<file path="src/rtl/tts_pkg.sv">
// Shared types, character codes and stop-word match for the tokenizer core.
// No dependencies; the core and the cell import it.
package tts_pkg;

   // Control handed from the sequencer to each character cell.
   typedef struct packed {
      logic load;   // write the incoming character into this cell
      logic shift;  // take the neighbour's character
   } cell_ctl_type;

   typedef logic [7:0] char_type;

   // Register indexes on the csr port (byte address = 4 * index).
   localparam logic [1:0] REG_LOWERCASE = 2'd0;
   localparam logic [1:0] REG_STOP      = 2'd1;
   localparam logic [1:0] REG_STEM      = 2'd2;

   localparam char_type CH_UC_A = 8'h41;
   localparam char_type CH_UC_Z = 8'h5A;
   localparam char_type CH_LC_A = 8'h61;
   localparam char_type CH_LC_Z = 8'h7A;
   localparam char_type CH_0    = 8'h30;
   localparam char_type CH_9    = 8'h39;
   localparam char_type CH_D    = 8'h64;
   localparam char_type CH_E    = 8'h65;
   localparam char_type CH_F    = 8'h66;
   localparam char_type CH_G    = 8'h67;
   localparam char_type CH_H    = 8'h68;
   localparam char_type CH_I    = 8'h69;
   localparam char_type CH_N    = 8'h6E;
   localparam char_type CH_O    = 8'h6F;
   localparam char_type CH_S    = 8'h73;
   localparam char_type CH_T    = 8'h74;

   localparam char_type CASE_OFFSET = 8'h20;

   function automatic logic is_alnum(input char_type c);
      logic lc, uc, dg;
      lc = (c >= CH_LC_A) && (c <= CH_LC_Z);
      uc = (c >= CH_UC_A) && (c <= CH_UC_Z);
      dg = (c >= CH_0) && (c <= CH_9);
      return lc || uc || dg;
   endfunction

   // n is the token length, valid only when the token is at most 3 long.
   function automatic logic is_stop_word(input logic [1:0] n, input char_type c0,
                                         input char_type c1, input char_type c2);
      logic hit;
      hit = 1'b0;
      unique case (n)
         2'd1: hit = (c0 == CH_LC_A);
         2'd2: hit = (c0 == CH_I && c1 == CH_S) || (c0 == CH_LC_A && c1 == CH_N) ||
                     (c0 == CH_I && c1 == CH_N) || (c0 == CH_O && c1 == CH_F) ||
                     (c0 == CH_T && c1 == CH_O);
         2'd3: hit = (c0 == CH_T && c1 == CH_H && c2 == CH_E) ||
                     (c0 == CH_LC_A && c1 == CH_N && c2 == CH_D);
         default: hit = 1'b0;
      endcase
      return hit;
   endfunction

endpackage

</file>
<file path="src/rtl/text_tokenizer_stopword_stemmer_core.sv">
// Top level of the tokenizer with stop-word filter and suffix stemmer.
// Depends on tts_pkg and tts_cell.
//
//  channel | direction | tdata / data                         | side band
//  req     | in        | [7:0] char_in                        | tuser = new_set
//  rsp     | out       | [7:0] token_char, [16:8] token_index | tlast = last_char
//  csr     | in/out    | 0x0 lowercase, 0x4 stop, 0x8 stem    | pready tied high
//
// A byte that closes a kept token starts a drain of the character row,
// one character per cycle while rsp is not stalled, until all n characters
// of the result are sent.
// Reset clears counts, length, the csr bits (to 1) and the output valid.
// Stalls: a held rsp transfer freezes the drain; req is refused while draining.
module text_tokenizer_stopword_stemmer_core import tts_pkg::*; #(
   parameter int TOKEN_CHARS     = 63,
   parameter int MAX_TOKEN_COUNT = 512
) (
   input  logic        clock,
   input  logic        reset,
   // req
   input  logic        req_tvalid,
   output logic        req_tready,
   input  logic [7:0]  req_tdata,   // [7:0] char_in
   input  logic        req_tuser,   // [0] new_set
   // rsp
   output logic        rsp_tvalid,
   input  logic        rsp_tready,
   output logic [23:0] rsp_tdata,   // [7:0] token_char, [16:8] token_index, rest zero
   output logic        rsp_tlast,
   // csr
   input  logic        csr_psel,
   input  logic        csr_penable,
   input  logic        csr_pwrite,
   input  logic [3:0]  csr_paddr,
   input  logic [31:0] csr_pwdata,
   output logic [31:0] csr_prdata,
   output logic        csr_pready
);

   localparam int LEN_W = $clog2(TOKEN_CHARS + 1);
   localparam int RAW_W = $clog2(MAX_TOKEN_COUNT + 1);

   typedef enum logic {ST_GATHER, ST_DRAIN} state_type;

   // ---------------------------------------------------------------- csr
   logic lower_ff, stop_ff, stem_ff;
   logic lower_in, stop_in, stem_in;
   logic csr_wr;

   assign csr_pready = 1'b1;
   assign csr_wr     = csr_psel && csr_penable && csr_pwrite && csr_pready;

   always_comb begin
      lower_in = lower_ff;
      stop_in  = stop_ff;
      stem_in  = stem_ff;
      if (csr_wr) begin
         unique case (csr_paddr[3:2])
            REG_LOWERCASE: lower_in = csr_pwdata[0];
            REG_STOP:      stop_in  = csr_pwdata[0];
            REG_STEM:      stem_in  = csr_pwdata[0];
            default: ;  // beyond the register list: drop
         endcase
      end
   end

   always_comb begin
      csr_prdata = '0;
      unique case (csr_paddr[3:2])
         REG_LOWERCASE: csr_prdata[0] = lower_ff;
         REG_STOP:      csr_prdata[0] = stop_ff;
         REG_STEM:      csr_prdata[0] = stem_ff;
         default:       csr_prdata    = '0;
      endcase
   end

   // ---------------------------------------------------------- sequencer
   state_type        state_ff, state_in;
   logic [LEN_W-1:0] len_ff, len_in;       // characters gathered so far
   logic [LEN_W-1:0] rem_ff, rem_in;       // characters still to drain
   logic [RAW_W-1:0] raw_ff, raw_in;       // tokens closed in this set
   logic [8:0]       kept_ff, kept_in;     // kept token count, modulo 512
   logic [8:0]       tok_idx_ff, tok_idx_in;
   char_type         tail1_ff, tail2_ff, tail3_ff;  // last three stored chars
   char_type         tail1_in, tail2_in, tail3_in;
   logic             rsp_valid_ff, rsp_valid_in;
   logic             rsp_last_ff, rsp_last_in;
   char_type         rsp_char_ff, rsp_char_in;
   logic [8:0]       rsp_idx_ff, rsp_idx_in;

   logic             req_acc;
   logic             drain_step;
   char_type         c_fold;
   logic             c_alnum;
   logic [LEN_W-1:0] len_eff;
   logic [RAW_W-1:0] raw_eff;
   logic [8:0]       kept_eff;
   logic             store_ok;
   logic             stop_hit;
   logic [LEN_W-1:0] stem_len;
   char_type         row_char [TOKEN_CHARS];

   assign req_tready = (state_ff == ST_GATHER);
   assign req_acc    = req_tvalid && req_tready;
   assign drain_step = (state_ff == ST_DRAIN) && (!rsp_valid_ff || rsp_tready);

   // Fold case, then treat new_set as a clear that happens before the byte.
   always_comb begin
      c_fold = req_tdata;
      if (lower_ff && req_tdata >= CH_UC_A && req_tdata <= CH_UC_Z) begin
         c_fold = req_tdata + CASE_OFFSET;
      end
      c_alnum  = is_alnum(c_fold);
      len_eff  = req_tuser ? '0 : len_ff;
      raw_eff  = req_tuser ? '0 : raw_ff;
      kept_eff = req_tuser ? '0 : kept_ff;
      store_ok = (len_eff < LEN_W'(TOKEN_CHARS));
   end

   // Judge the closing token on its first three and last three characters.
   always_comb begin
      stop_hit = stop_ff && (len_eff <= LEN_W'(3)) &&
                 is_stop_word(len_eff[1:0], row_char[0], row_char[1], row_char[2]);
      stem_len = len_eff;
      if (stem_ff) begin
         priority if (len_eff > LEN_W'(3) && tail3_ff == CH_I && tail2_ff == CH_N &&
                      tail1_ff == CH_G) begin
            stem_len = len_eff - LEN_W'(3);
         end else if (len_eff > LEN_W'(2) && tail2_ff == CH_E && tail1_ff == CH_D) begin
            stem_len = len_eff - LEN_W'(2);
         end else if (len_eff > LEN_W'(1) && tail1_ff == CH_S) begin
            stem_len = len_eff - LEN_W'(1);
         end else begin
            stem_len = len_eff;
         end
      end
   end

   always_comb begin
      state_in     = state_ff;
      len_in       = len_ff;
      rem_in       = rem_ff;
      raw_in       = raw_ff;
      kept_in      = kept_ff;
      tok_idx_in   = tok_idx_ff;
      tail1_in     = tail1_ff;
      tail2_in     = tail2_ff;
      tail3_in     = tail3_ff;
      rsp_valid_in = rsp_valid_ff && !rsp_tready;
      rsp_last_in  = rsp_last_ff;
      rsp_char_in  = rsp_char_ff;
      rsp_idx_in   = rsp_idx_ff;

      unique case (state_ff)
         ST_GATHER: begin
            if (req_acc) begin
               raw_in  = raw_eff;
               kept_in = kept_eff;
               if (c_alnum) begin
                  len_in = len_eff;
                  if (store_ok) begin
                     len_in   = len_eff + LEN_W'(1);
                     tail1_in = c_fold;
                     tail2_in = tail1_ff;
                     tail3_in = tail2_ff;
                  end
               end else begin
                  // Delimiter: close the token and decide whether it is sent.
                  len_in = '0;
                  if (len_eff != '0 && raw_eff < RAW_W'(MAX_TOKEN_COUNT)) begin
                     raw_in = raw_eff + RAW_W'(1);
                     if (!stop_hit) begin
                        kept_in    = kept_eff + 9'd1;
                        tok_idx_in = kept_eff;
                        rem_in     = stem_len;
                        state_in   = ST_DRAIN;
                     end
                  end
               end
            end
         end
         ST_DRAIN: begin
            if (drain_step) begin
               rsp_valid_in = 1'b1;
               rsp_char_in  = row_char[0];
               rsp_idx_in   = tok_idx_ff;
               rsp_last_in  = (rem_ff == LEN_W'(1));
               rem_in       = rem_ff - LEN_W'(1);
               if (rem_ff == LEN_W'(1)) begin
                  state_in = ST_GATHER;
               end
            end
         end
         default: state_in = ST_GATHER;
      endcase
   end

   always_ff @(posedge clock) begin
      if (reset) begin
         state_ff     <= ST_GATHER;
         len_ff       <= '0;
         rem_ff       <= '0;
         raw_ff       <= '0;
         kept_ff      <= '0;
         rsp_valid_ff <= 1'b0;
         lower_ff     <= 1'b1;
         stop_ff      <= 1'b1;
         stem_ff      <= 1'b1;
      end else begin
         state_ff     <= state_in;
         len_ff       <= len_in;
         rem_ff       <= rem_in;
         raw_ff       <= raw_in;
         kept_ff      <= kept_in;
         rsp_valid_ff <= rsp_valid_in;
         lower_ff     <= lower_in;
         stop_ff      <= stop_in;
         stem_ff      <= stem_in;
      end
   end

   // Payload: no reset needed.
   always_ff @(posedge clock) begin
      tok_idx_ff  <= tok_idx_in;
      tail1_ff    <= tail1_in;
      tail2_ff    <= tail2_in;
      tail3_ff    <= tail3_in;
      rsp_last_ff <= rsp_last_in;
      rsp_char_ff <= rsp_char_in;
      rsp_idx_ff  <= rsp_idx_in;
   end

   // ------------------------------------------------------- character row
   // Gather writes the cell addressed by the length; drain shifts the row
   // one place towards cell 0 and sends cell 0.
   for (genvar i = 0; i < TOKEN_CHARS; i++) begin : g_cell
      cell_ctl_type ctl;
      char_type     next_char;

      assign ctl.load  = req_acc && c_alnum && store_ok && (len_eff == LEN_W'(i));
      assign ctl.shift = drain_step;

      if (i == TOKEN_CHARS - 1) begin : g_end
         assign next_char = '0;
      end else begin : g_mid
         assign next_char = row_char[i + 1];
      end

      tts_cell u_cell (
         .clock     (clock),
         .ctl       (ctl),
         .new_char  (c_fold),
         .next_char (next_char),
         .char_out  (row_char[i])
      );
   end

   assign rsp_tvalid = rsp_valid_ff;
   assign rsp_tlast  = rsp_last_ff;
   assign rsp_tdata  = {7'd0, rsp_idx_ff, rsp_char_ff};

endmodule

</file>
<file path="src/rtl/tts_cell.sv">
// One character cell of the token row: loads a new character or takes its
// neighbour's. Depends on tts_pkg.
module tts_cell import tts_pkg::*; (
   input  logic         clock,
   input  cell_ctl_type ctl,
   input  char_type     new_char,
   input  char_type     next_char,
   output char_type     char_out
);

   char_type char_ff;
   char_type char_in;

   always_comb begin
      char_in = char_ff;
      if (ctl.load) begin
         char_in = new_char;
      end else if (ctl.shift) begin
         char_in = next_char;
      end
   end

   always_ff @(posedge clock) begin
      char_ff <= char_in;
   end

   assign char_out = char_ff;

endmodule

</file>
<file path="config.mk">
export PLATFORM = sky130hd
export DESIGN_NAME = text_tokenizer_stopword_stemmer_core
export DESIGN_NICKNAME = d
export VERILOG_FILES = /design/src/rtl/tts_pkg.sv /design/src/rtl/text_tokenizer_stopword_stemmer_core.sv /design/src/rtl/tts_cell.sv
export SDC_FILE = /design/constraint.sdc
export NUM_CORES = 1
export LEC_CHECK = 0
export BUFFER_PORTS_ARGS = -buffer_cell sky130_fd_sc_hd__buf_2
export CORE_MARGIN = 2
export CORE_UTILIZATION = 30
export CTS_CLUSTER_DIAMETER = 100
export DETAILED_ROUTE_END_ITERATION = 16
export GPL_TIMING_DRIVEN = 0
export PLACE_DENSITY = 0.53
export SLEW_MARGIN = 20
export SYNTH_ARGS = -nofsm -noshare
export SYNTH_HDL_FRONTEND = slang
export SYNTH_HIERARCHICAL = 1
export SYNTH_SLANG_ARGS = --single-unit
</file>
<file path="constraint.sdc">
create_clock -name clock -period 14.05 [get_ports clock]
set_input_delay 2.1075 -clock clock [delete_from_list [all_inputs] [get_ports clock]]
set_output_delay 2.1075 -clock clock [all_outputs]
set_load 0.005 [all_outputs]
</file>
; ---- Word level (Yosys, flattened, before mapping)
; Index checks and enable logic that the tools add are counted.
[word_totals]
reg_bits = 591
input_bits = 52
word_cells = 528
[classes]
addsub = 8
n_lt_le_gt_ge = 14
n_eq_ne = 90
mux = 158
bitwise_logic = 3
reduce_logical = 176
[ops]
columns = cell, count
row1 = two-way mux 8 bit, 127
row2 = == test 6 bit (second input constant), 31
row3 = == test 8 x 7 -> 1 bit (second input constant), 17
row4 = nonzero test 2 bit, 63
row5 = == test 6 x 5 -> 1 bit (second input constant), 16
row6 = logical AND 1 bit, 92
row7 = two-way mux 6 bit, 12
row8 = == test 6 x 4 -> 1 bit (second input constant), 8
row9 = two-way mux 9 bit, 4
row10 = two-way mux 10 bit, 3
row11 = == test 6 x 3 -> 1 bit (second input constant), 4
row12 = greater-or-equal comparator 8 x 7 -> 1 bit (second input constant), 3
row13 = <= comparator 8 x 7 -> 1 bit (second input constant), 3
row14 = == test 6 x 1 -> 1 bit (second input constant), 2
row15 = == test 6 x 2 -> 1 bit (second input constant), 2
row16 = > comparator 6 x 2 -> 1 bit (second input constant), 2
row17 = one-hot mux 6 bit (2 select lines), 1
row18 = subtractor 6 x 1 -> 6 bit (second input constant), 2
row19 = subtractor 6 x 2 -> 6 bit (second input constant), 2
row20 = adder 10 x 1 -> 10 bit (second input constant), 1
row21 = < comparator 10 bit (second input constant), 1
row22 = AND reduction 2 bit, 5
row23 = AND reduction 5 bit, 2
row24 = adder 9 x 1 -> 9 bit (second input constant), 1
row25 = other kinds (21), 45

; ---- Longest topological paths before layout
; Gate-level depths: netlist of run 1.
[logic_depth]
ltp_word = 13
ltp_mapped = 13
mapped_depth_nobuf = 11

; ---- Modules after synthesis
; Netlist of run 1, hierarchy kept.
[by_module_without_submodules]
columns = module, instances, cells_per_inst, area_per_inst_um2, seq_area_each_um2
row1 = tts_cell, 63, 18, 377.9, 240.2
row2 = text_tokenizer_stopword_stemmer_core, 1, 568, 5098.6, 2252.2

; ---- Least setup slack after synthesis of run 1
; Ideal clock, no wire load.
[synth_path]
path_kind = input port to flip-flop
from = input port req_tdata[1]
to = register tail1_ff[5], data pin
setup_ns = 0.862
arrival_ns = 5.801
setup_slack_ns = 7.387
path_stages = 3
n_path_buf = 0
path_cell_list = a21oi_1 > o22ai_1 > o31ai_1
[synth_between]
elab_chain_len = 4
[synth_lines]
columns = element, line
row1 = start: declaration, text_tokenizer_stopword_stemmer_core.sv:23  ; input logic [7:0] req_tdata,
row2 = greater-or-equal comparator 8 x 7 -> 1 bit, text_tokenizer_stopword_stemmer_core.sv:110  ; if (lower_ff && req_tdata >= CH_UC_A && req_tdata <= CH_UC_Z) begin
row3 = logical AND 1 bit (2 in a row), text_tokenizer_stopword_stemmer_core.sv:110
row4 = two-way mux 8 bit *, text_tokenizer_stopword_stemmer_core.sv:110
row5 = via c_fold[5], text_tokenizer_stopword_stemmer_core.sv:93  ; char_type c_fold;
row6 = end signal: assignment, text_tokenizer_stopword_stemmer_core.sv:225  ; tail1_ff <= tail1_in;
row7 = end: declaration, text_tokenizer_stopword_stemmer_core.sv:84  ; char_type tail1_ff, tail2_ff, tail3_ff;
; The timed path passes the listed nets; every way through them passes the cells marked *.
; A chain may end at the register's enable or synchronous reset.

==> impl_metrics.yaml, run 1 <==
critical_path:
  start_kind: "primary input"
  critPathBufInv: 6
  end_kind: "flop"
  path_common_cell: "clkbuf_1"
  arrival_ns: 6.13
  worstPathCellList: "clkbuf_1 > clkinv_1 > nand2_1 > inv_1 > ha_1 > clkbuf_1 > nand3_1 > nand4_1 > clkbuf_1 > nor2_1 > buf_6 > or2_1"
  cp_slowest_stage_delay_ns: 0.48
  path_delay_family: "buffers and inverters"
  crit_fanout: 10
  worstPathRequired_ns: 14.31
  crit_path_top_delay_cell: "clkbuf_1"
  crit_type: "primary input to flop"
clock_network:
  postCtsSetupBuffers: 0
  cts_hold_buf: 0
  path_clk_slew_ns: 0.06
  cts_resized: 0
  cts_sinks: 591
  cts-htree-levels: 3
  clk-insertion-delay-late_ns: 0.61
  cts_buffers: 66
  root_buffer: "clkbuf_16"
  clk_path_buf_depth: 3
  tritoncts: "yes"
synth:
  synth_edf_count: 555
  synth_top_area_cell: "edfxtp_1"
  yosysSeqAreaShare_pct: 60.15
  synth_cell_type_count: 76
  netlist_top_cells_count: "edfxtp_1 (555), mux2_4 (504), nor2_1 (89)"
  ys.flop_type: "edfxtp_1"
  synth_seq_cells: 591
  synth_cells: 1702
  synthMostInstantiatedCell: "edfxtp_1"
  yosys_warnings: 6
  async_flop_share_pct: 0
  avgSynthCellArea_um2: 16.98
  yosysTopAreaCellShare_pct: 57.66
  syn_area_mm2: 0.02890
  synth_area_leaders: "edfxtp_1 (58%), mux2_4 (26%), dfxtp_1 (2.5%)"
routing:
  vias_per_cell: 4.564
  drt-total-wl_mm: 57.74
  drtIter0Drc: 977
  route.detailed.drc: 0
  drt_pass1_iterations: 6
  ant_nets: 0
  vias: 14510
  detail_route.wl_per_cell_um: 18.16
timing:
  slew_headroom_pct: 33.32
  max_freq_ghz: 0.1704
  hold_violations: 0
  worstMarginPinSlew_ns: 1.000
  rsz0062_at_grt: "false"
  post-route-min-period_ns: 5.869
  slew_viol_final: 0
  setup_violations: 0
  finalSetupTns_ns: 0
  fin_skew_ns: 0.02013
  period_share_pct: 41.77
global_routing:
  grt_busiest_layer: "met2"
  antenna_found_initial: 2
  grt_pass1_wl_mm: 88.90
  met3_usage_pct: 3.050
  gr-total-overflow: 0
  grt_max_degree: 55
  grt_util_met1_pct: 15.11
  grt_usage_pct: 11.63
  use_met2_pct: 19.02
  first_global_vias: 15071
die:
  die_w_um: 314.4
  ios: 112
  fp.coreArea_mm2: 0.09529
  design.die.area_mm2: 0.09884
  die_h_um: 314.4
  start_util_pct: 30.33
  rows: 113
flow_run:
  drv_cap: 0
placed_design:
  gp_congestion: 0.7902
  hpwl_mm: 37.18
  port_buffers: 38
  placed_area_mm2: 0.03110
finish:
  fin_nets: 1930
  post_route_cells_drive_above_1_share_pct: 40.23
  design_area_mm2: 0.03329
  area_delta_synth_final_pct: 15.16
  diodes: 0
pwr:
  leakagePower_nw: 11.63
  vdd_drop_max_mv: 0.06699
  powerDensity_mw_per_mm2: 115.4
min_path:
  hp-class: "flop to flop"
status:
  run_status: "completed"
[sequential cells by signal (all words and copies together), names as in the netlist]
register                cells
g_cell.u_cell/char_out    504
raw_ff                     10
kept_ff                     9
rsp_idx_ff                  9
tok_idx_ff                  9
rsp_char_ff                 8
tail1_ff                    8
tail2_ff                    8
tail3_ff                    8
len_ff                      6
rem_ff                      6
lower_ff                    1
rsp_tlast                   1
rsp_tvalid                  1
state_ff                    1
stem_ff                     1
stop_ff                     1
[power by group]
part / total, mW / internal, mW / switching [mW]
sequential: 1.95 / 1.94 / 0.00890
combinational: 0.147 / 0.0554 / 0.0919
clock: 1.75 / 1.05 / 0.692
total: 3.84 / 3.05 / 0.793
[path summary, 6_finish.rpt]
| kind | from | slack [ns] | cells after the start | end |
|---|---|---|---|---|
| worst max-delay path | req_tuser | 8.18 | 12 | g_cell[55].u_cell/char_out[1] |
| worst min-delay path | tok_idx_ff[7] | 0.42 | 0 | rsp_idx_ff[7] |
| worst min register to register | tok_idx_ff[7] | 0.42 | 0 | rsp_idx_ff[7] |
| worst max register to register | len_ff[1] | 10.19 | 10 | g_cell[55].u_cell/char_out[1] |
[cells by family (layout without fill, tap and decap cells)]
family                   after synthesis  count (layout)  synth area share, %
flip-flops                           591             591                60.15
other                                  2              47              0.02598
adder cells (fa/ha/maj)               13              13               0.5628
XOR/XNOR                              11              11               0.3333
AND/OR/NAND/NOR                      342             342                6.316
AO/OA/AOI/OAI                         93              93                2.238
buffers and inverters                141             308                4.013
multiplexers                         509             509                26.36
[cell type report]
cell class                      instances  area [um^2]
Tap cell                             1265         1583
Multi-Input combinational cell       1015        10550
Fill cell                            9088        62010
Buffer                                123         1092
Clock inverter                         28        375.4
Inverter                               18        72.57
Clock buffer                           89         1810
Timing Repair Buffer                   50        419.2
Sequential cell                       591        17390
[routing by layer]
layer	vias up	share of wire (%)	wire length, um
met4	2	2.2	1295
met1	7373	45	25760
li1	6711	-	-
met3	101	5.4	3119
met5	-	0.024	14
met2	323	48	27550
[placed cells by master (no fill, tap or decap), types with 5 or more instances in the layout]
cell type / count
o22ai_1: 5
a21oi_1: 26
bufinv_16: 8
nand2_1: 59
dfxtp_1: 36
o21ai_0: 16
clkbuf_1: 33
buf_6: 67
buf_12: 7
inv_1: 12
a31oi_1: 5
edfxtp_1: 555
clkbuf_16: 68
buf_4: 44
nor3b_1: 6
conb_1: 47
buf_2: 36
and2_1: 10
clkinv_1: 11
nor4_1: 6
nor3_1: 12
xnor2_1: 8
nor2_1: 89
or3_1: 5
nand3_1: 22
nor2b_1: 16
ha_1: 13
or2_1: 63
mux2_4: 504
nand4_1: 11
nand3b_1: 10
and3_1: 6
[per-stage QoR]
stage	setup slack (ns)	hold slack, ns	cells	power [mW]	utilization, %
floorplan	7.387	0.4003	1747	2.066	-
global placement	0.5899	0.4069	3050	2.122	32.37
detailed placement	7.575	0.4056	3062	2.133	32.64
CTS	8.197	0.4188	3179	3.896	34.93
global route	7.880	0.4256	3179	3.979	34.93
finish	8.181	0.4199	3179	3.842	34.93
No activity file was read; power rests on OpenSTA's default activity.
==> inputs of run 2 (changes only) <==
PLACE_DENSITY = 0.54   (was 0.53)
clock period = 5.2 ns   (was 14.05 ns; I/O delays follow)
==> run 2 against run 1 <==
Net effect: first-iteration DRC count up 13%; die area is the same; wire length is 2.1% higher; via count barely moved; worst setup slack worse by 7.6 ns; utilization is 0.29 points lower; critical path depth unchanged; worst hold slack worse by 0.00090 ns; non-clock buffer count grew 1; register-to-register slack worse by 8.9 ns; global-route usage rose by 0.16 points; combinational power increased to 2.8 times the previous value; largest power group unchanged; highest routed layer is now met4.
==> impl_metrics.yaml, run 2 (same netlist as run 1, synthesis figures left out) <==
critical_path:
  worstPathRequired_ns: 5.47
  start_kind: "primary input"
  cp_slowest_stage_delay_ns: 0.52
  arrival_ns: 4.86
  worstPathCellList: "clkbuf_1 > clkinv_1 > nand2_1 > inv_1 > ha_1 > clkbuf_1 > nand3_1 > nand4_1 > clkbuf_1 > nor2_1 > buf_6 > or2_1"
  rr_worst_depth: 10
  crit_type: "primary input to flop"
  crit_path_top_delay_cell: "nand4_1"
  end_kind: "flop"
  crit_fanout: 10
  path_common_cell: "clkbuf_1"
clock_network:
  path_clk_slew_ns: 0.06
  cts_hold_buf: 0
  postCtsSetupBuffers: 0
  cts_buffers: 60
  tritoncts: "yes"
  clk_path_buf_depth: 3
  cts_sinks: 591
  cts-htree-levels: 2
  clk-insertion-delay-late_ns: 0.62
  cts_resized: 0
  root_buffer: "clkbuf_16"
global_routing:
  gr-total-overflow: 0
  grt_pass1_wl_mm: 90.32
  first_global_vias: 15463
  grt_max_degree: 63
  grt_usage_pct: 11.78
  antenna_found_initial: 0
placed_design:
  hpwl_mm: 37.78
  port_buffers: 38
  gp_congestion: 0.7933
  placed_area_mm2: 0.03113
  dp_slack_ns: 0.04149
finish:
  largest_register_ffs: 504
  fin_util_pct: 34.64
  design_area_mm2: 0.03301
  final_cell_mix: "edfxtp_1 (555), mux2_4 (504), nor2_1 (89), buf_6 (66), or2_1 (63)"
  fin_nets: 1925
  area_delta_synth_final_pct: 14.22
  layout.cells.most_common: "edfxtp_1"
  post_route_cells_drive_above_1_share_pct: 39.99
timing:
  slew_viol_final: 0
  fin_ws_ns: 0.6140
  max_freq_ghz: 0.2181
  fin_skew_ns: 0.01876
  holdWs_ns: 0.4190
  worstMarginPinSlew_ns: 1.019
  slew_headroom_pct: 32.10
  hold_violations: 0
  post-route-min-period_ns: 4.586
  rsz0062_at_grt: "false"
  setup_violations: 0
  period_share_pct: 88.19
die:
  die_h_um: 314.4
  rows: 113
  start_util_pct: 30.33
  design.die.area_mm2: 0.09884
  fp.coreArea_mm2: 0.09529
  ios: 112
  die_w_um: 314.4
min_path:
  hp-class: "flop to flop"
  min_path_cells: 0
routing:
  detail_route.wl_per_cell_um: 18.57
  vias_per_cell: 4.569
  vias: 14505
  drt-total-wl_mm: 58.96
  route.detailed.drc: 0
  drtIter0Drc: 1101
  drt_pass1_iterations: 5
  ant_nets: 0
status:
  run_status: "completed"
pwr:
  powerDensity_mw_per_mm2: 298.8
  vdd_drop_max_mv: 0.2398
  leakagePower_nw: 11.50
  finalPower_mw: 9.865
flow_run:
  drv_cap: 0
[run 2: changes by cell type in the layout (fill, tap and decap cells not counted), moves of 2 or more]
cell       previous run  this run
clkinv_8              3         0
clkbuf_1             33        31
clkinv_2              4        12
clkbuf_8              3         1
diode_2               0         2
clkinv_1             11        14
buf_8                 1         3
clkbuf_16            68        61
bufinv_16             8         5
[run 2: layer usage]
metal | up-vias | track usage [%] | wire (um)
met4 | 0 | 3.193 | 1088
met1 | 7376 | 15.46 | 26630
met3 | 82 | 2.345 | 2759
met2 | 331 | 19.81 | 28490
li1 | 6716 | - | -
met5 | - | 0 | 0
[run 2: final cells by class]
cell class / count / area, um^2
fillers: 9024 / 62280
multi-input cells: 1015 / 10550
clock inverters: 32 / 279.0
diodes: 2 / 5.005
well taps: 1265 / 1583
clock buffers: 78 / 1600
plain buffers: 123 / 1092
flip-flops and latches: 591 / 17390
repair buffers: 51 / 445.4
inverters: 18 / 75.07
[run 2: power by group]
group          internal [mW]  switching (mW)
clock                   2.40            1.80
combinational          0.152           0.253
sequential              5.24          0.0244
total                   7.79            2.07
[run 2: worst max-delay path: cells and delay by family]
kind                       cells  cell delay (ns)
adders and majority gates      1             0.26
buffers and inverters          6             1.96
and+or+nand+nor                5             1.85
[run 2: per-stage QoR]
step,instances,setup TNS (ns)
2_1_floorplan,1747,0
3_3_place_gp,3050,-359.54
3_5_place_dp,3063,0
4_1_cts,3173,0
5_1_grt,3173,0
6_report,3175,0
[run 2: path summary, 6_finish.rpt]
check,start,slack [ns],end
hold / removal,tok_idx_ff[1],0.42,rsp_idx_ff[1]
setup / recovery,req_tuser,0.61,g_cell[49].u_cell/char_out[7]
setup reg to reg,len_ff[1],1.28,g_cell[54].u_cell/char_out[6]
hold reg to reg,tok_idx_ff[1],0.42,rsp_idx_ff[1]
==> inputs of run 3 (changes only) <==
PLACE_DENSITY = 0.53   (was 0.54)
REMOVE_ABC_BUFFERS = 1   (was default)
clock period = 5.25 ns   (was 5.2 ns; I/O delays follow)
==> run 3 against run 2 <==
Net effect: die area stayed put; first-iteration DRC count is 8.4% lower; combinational power is 8.4% lower; sequential power is 1% lower; wire length is 3.0% lower; sequential share of layout area is 1.8 points higher; via count is 3.0% lower; clock power is 5% lower; sequential cell count stayed put; worst hold slack better by 0.0053 ns; critical endpoint is now g_cell[25].u_cell/char_out[7]; largest power group unchanged.
==> impl_metrics.yaml, run 3 (same netlist as run 1, synthesis figures left out) <==
status:
  run_status: "completed"
clock_network:
  clk-insertion-delay-late_ns: 0.62
  cts-htree-levels: 2
  cts_buffers: 59
  cts_hold_buf: 0
  root_buffer: "clkbuf_16"
  path_clk_slew_ns: 0.06
  cts_sinks: 591
  clk_path_buf_depth: 3
  tritoncts: "yes"
timing:
  period_share_pct: 95.38
  post-route-min-period_ns: 5.008
  max_freq_ghz: 0.1997
  rsz0062_at_grt: "false"
  fin_skew_ns: 0.009732
  hold_violations: 0
  finalSetupTns_ns: 0
  slew_headroom_pct: 30.28
  worstMarginPinSlew_ns: 1.042
  fin_ws_ns: 0.2423
  holdWs_ns: 0.4243
  slew_viol_final: 0
  setup_violations: 0
routing:
  detail_route.wl_per_cell_um: 18.72
  vias_per_cell: 4.607
  drtIter0Drc: 1009
  drt-total-wl_mm: 57.18
  route.detailed.drc: 0
  drt_pass1_iterations: 6
  ant_nets: 0
  vias: 14070
finish:
  fillers: 9153
  final_cell_mix: "edfxtp_1 (555), mux2_4 (504), nor2_1 (84), or2_1 (63), clkbuf_16 (61)"
  area_delta_synth_final_pct: 10.43
  seq_area_mm2: 0.01739
  post_route_cells_drive_above_1_share_pct: 36.84
  finalNonFillerCells: 3054
  diodes: 0
  multi_input_area_mm2: 0.01056
  design_area_mm2: 0.03192
  layout.cells.most_common: "edfxtp_1"
  largest_register_ffs: 504
  fin_nets: 1807
critical_path:
  crit_fanout: 49
  worstPathCellList: "buf_4 > buf_16 > or4_4 > o22ai_1 > o21a_2 > nand2_1 > nor2_1 > nand3b_1 > nor2_1 > or2_1"
  crit_type: "primary input to flop"
  critPathBufInv: 2
  regToRegSetupSlack_ns: 1.05
  path_common_cell: "nor2_1"
  crit_path_top_delay_cell: "nor2_1"
  cp_slowest_stage_delay_ns: 1.08
  end_kind: "flop"
  path_delay_family: "simple AND/OR/NAND/NOR gates"
  worstPathRequired_ns: 5.54
  arrival_ns: 5.30
  start_kind: "primary input"
die:
  rows: 113
  die_h_um: 314.4
  design.die.area_mm2: 0.09884
  fp.coreArea_mm2: 0.09529
  die_w_um: 314.4
  ios: 112
  start_util_pct: 30.33
pwr:
  powerDensity_mw_per_mm2: 300.3
  leakagePower_nw: 10.86
  vdd_drop_max_mv: 0.2460
placed_design:
  placed_area_mm2: 0.03008
  dp.cells: 2942
  gp_congestion: 0.8045
  hpwl_mm: 35.32
  dp_slack_ns: -0.7301
  port_buffers: 39
global_routing:
  grt_pass1_wl_mm: 87.73
  antenna_found_initial: 1
  first_global_vias: 14643
  grt_usage_pct: 11.43
  grt_max_degree: 58
  gr-total-overflow: 0
flow_run:
  drv_cap: 0
min_path:
  hp-class: "flop to flop"
==> run 3: cell types whose count changed in the layout (fill, tap and decap cells not counted), sizes merged <==
cell / delta
clkbuf: -18
buf: -102
clkinv: +3
diode: -2
bufinv: -2
==> run 3: cell type report <==
type / count / area share, %
Clock buffer: 75 / 4.947
Clock inverter: 33 / 0.6821
Inverter: 18 / 0.2274
Multi-Input combinational cell: 1015 / 33.09
Sequential cell: 591 / 54.47
Tap cell: 1265 / 4.959
Timing Repair Buffer: 57 / 1.623
==> run 3: metal layers <==
layer  vias up  global-route usage, %  routed length (um)
met5         -                      0                   0
met4         0                  2.976                1166
met3        85                  2.029                2397
met2       290                  19.05               27230
met1      7232                  15.33               26380
li1       6463                      -                   -
==> run 3: timing repair <==
action / 4_1_cts / 5_1_grt
setup endpoints to repair: 17 / 240
pin swaps: 0 / 1
buffers inserted: 0 / 4
gates resized for setup: 2 / 3
==> run 3: final timing paths <==
| path | end | depth (start not counted) | from |
|---|---|---|---|
| worst max-delay path | g_cell[25].u_cell/char_out[7] | 10 | req_tdata[1] |
| worst min-delay path | rsp_idx_ff[7] | 0 | tok_idx_ff[7] |
| worst max register to register | g_cell[25].u_cell/char_out[7] | 8 | lower_ff |
| worst min register to register | rsp_idx_ff[7] | 0 | tok_idx_ff[7] |
==> run 3: power breakdown <==
part | leakage, nW | internal, mW | switching (mW)
sequential | 4.97 | 5.19 | 0.0246
combinational | 5.02 | 0.133 | 0.238
clock | 0.869 | 2.25 | 1.75
total | 10.9 | 7.57 | 2.02
==> run 3: metrics by stage <==
| step | utilization, % | power [mW] |
|---|---|---|
| floorplan | - | 5.499 |
| global placement | 31.23 | 5.651 |
| detailed placement | 31.56 | 5.688 |
| CTS | 33.45 | 9.723 |
| global route | 33.49 | 9.922 |
| finish | 33.49 | 9.586 |
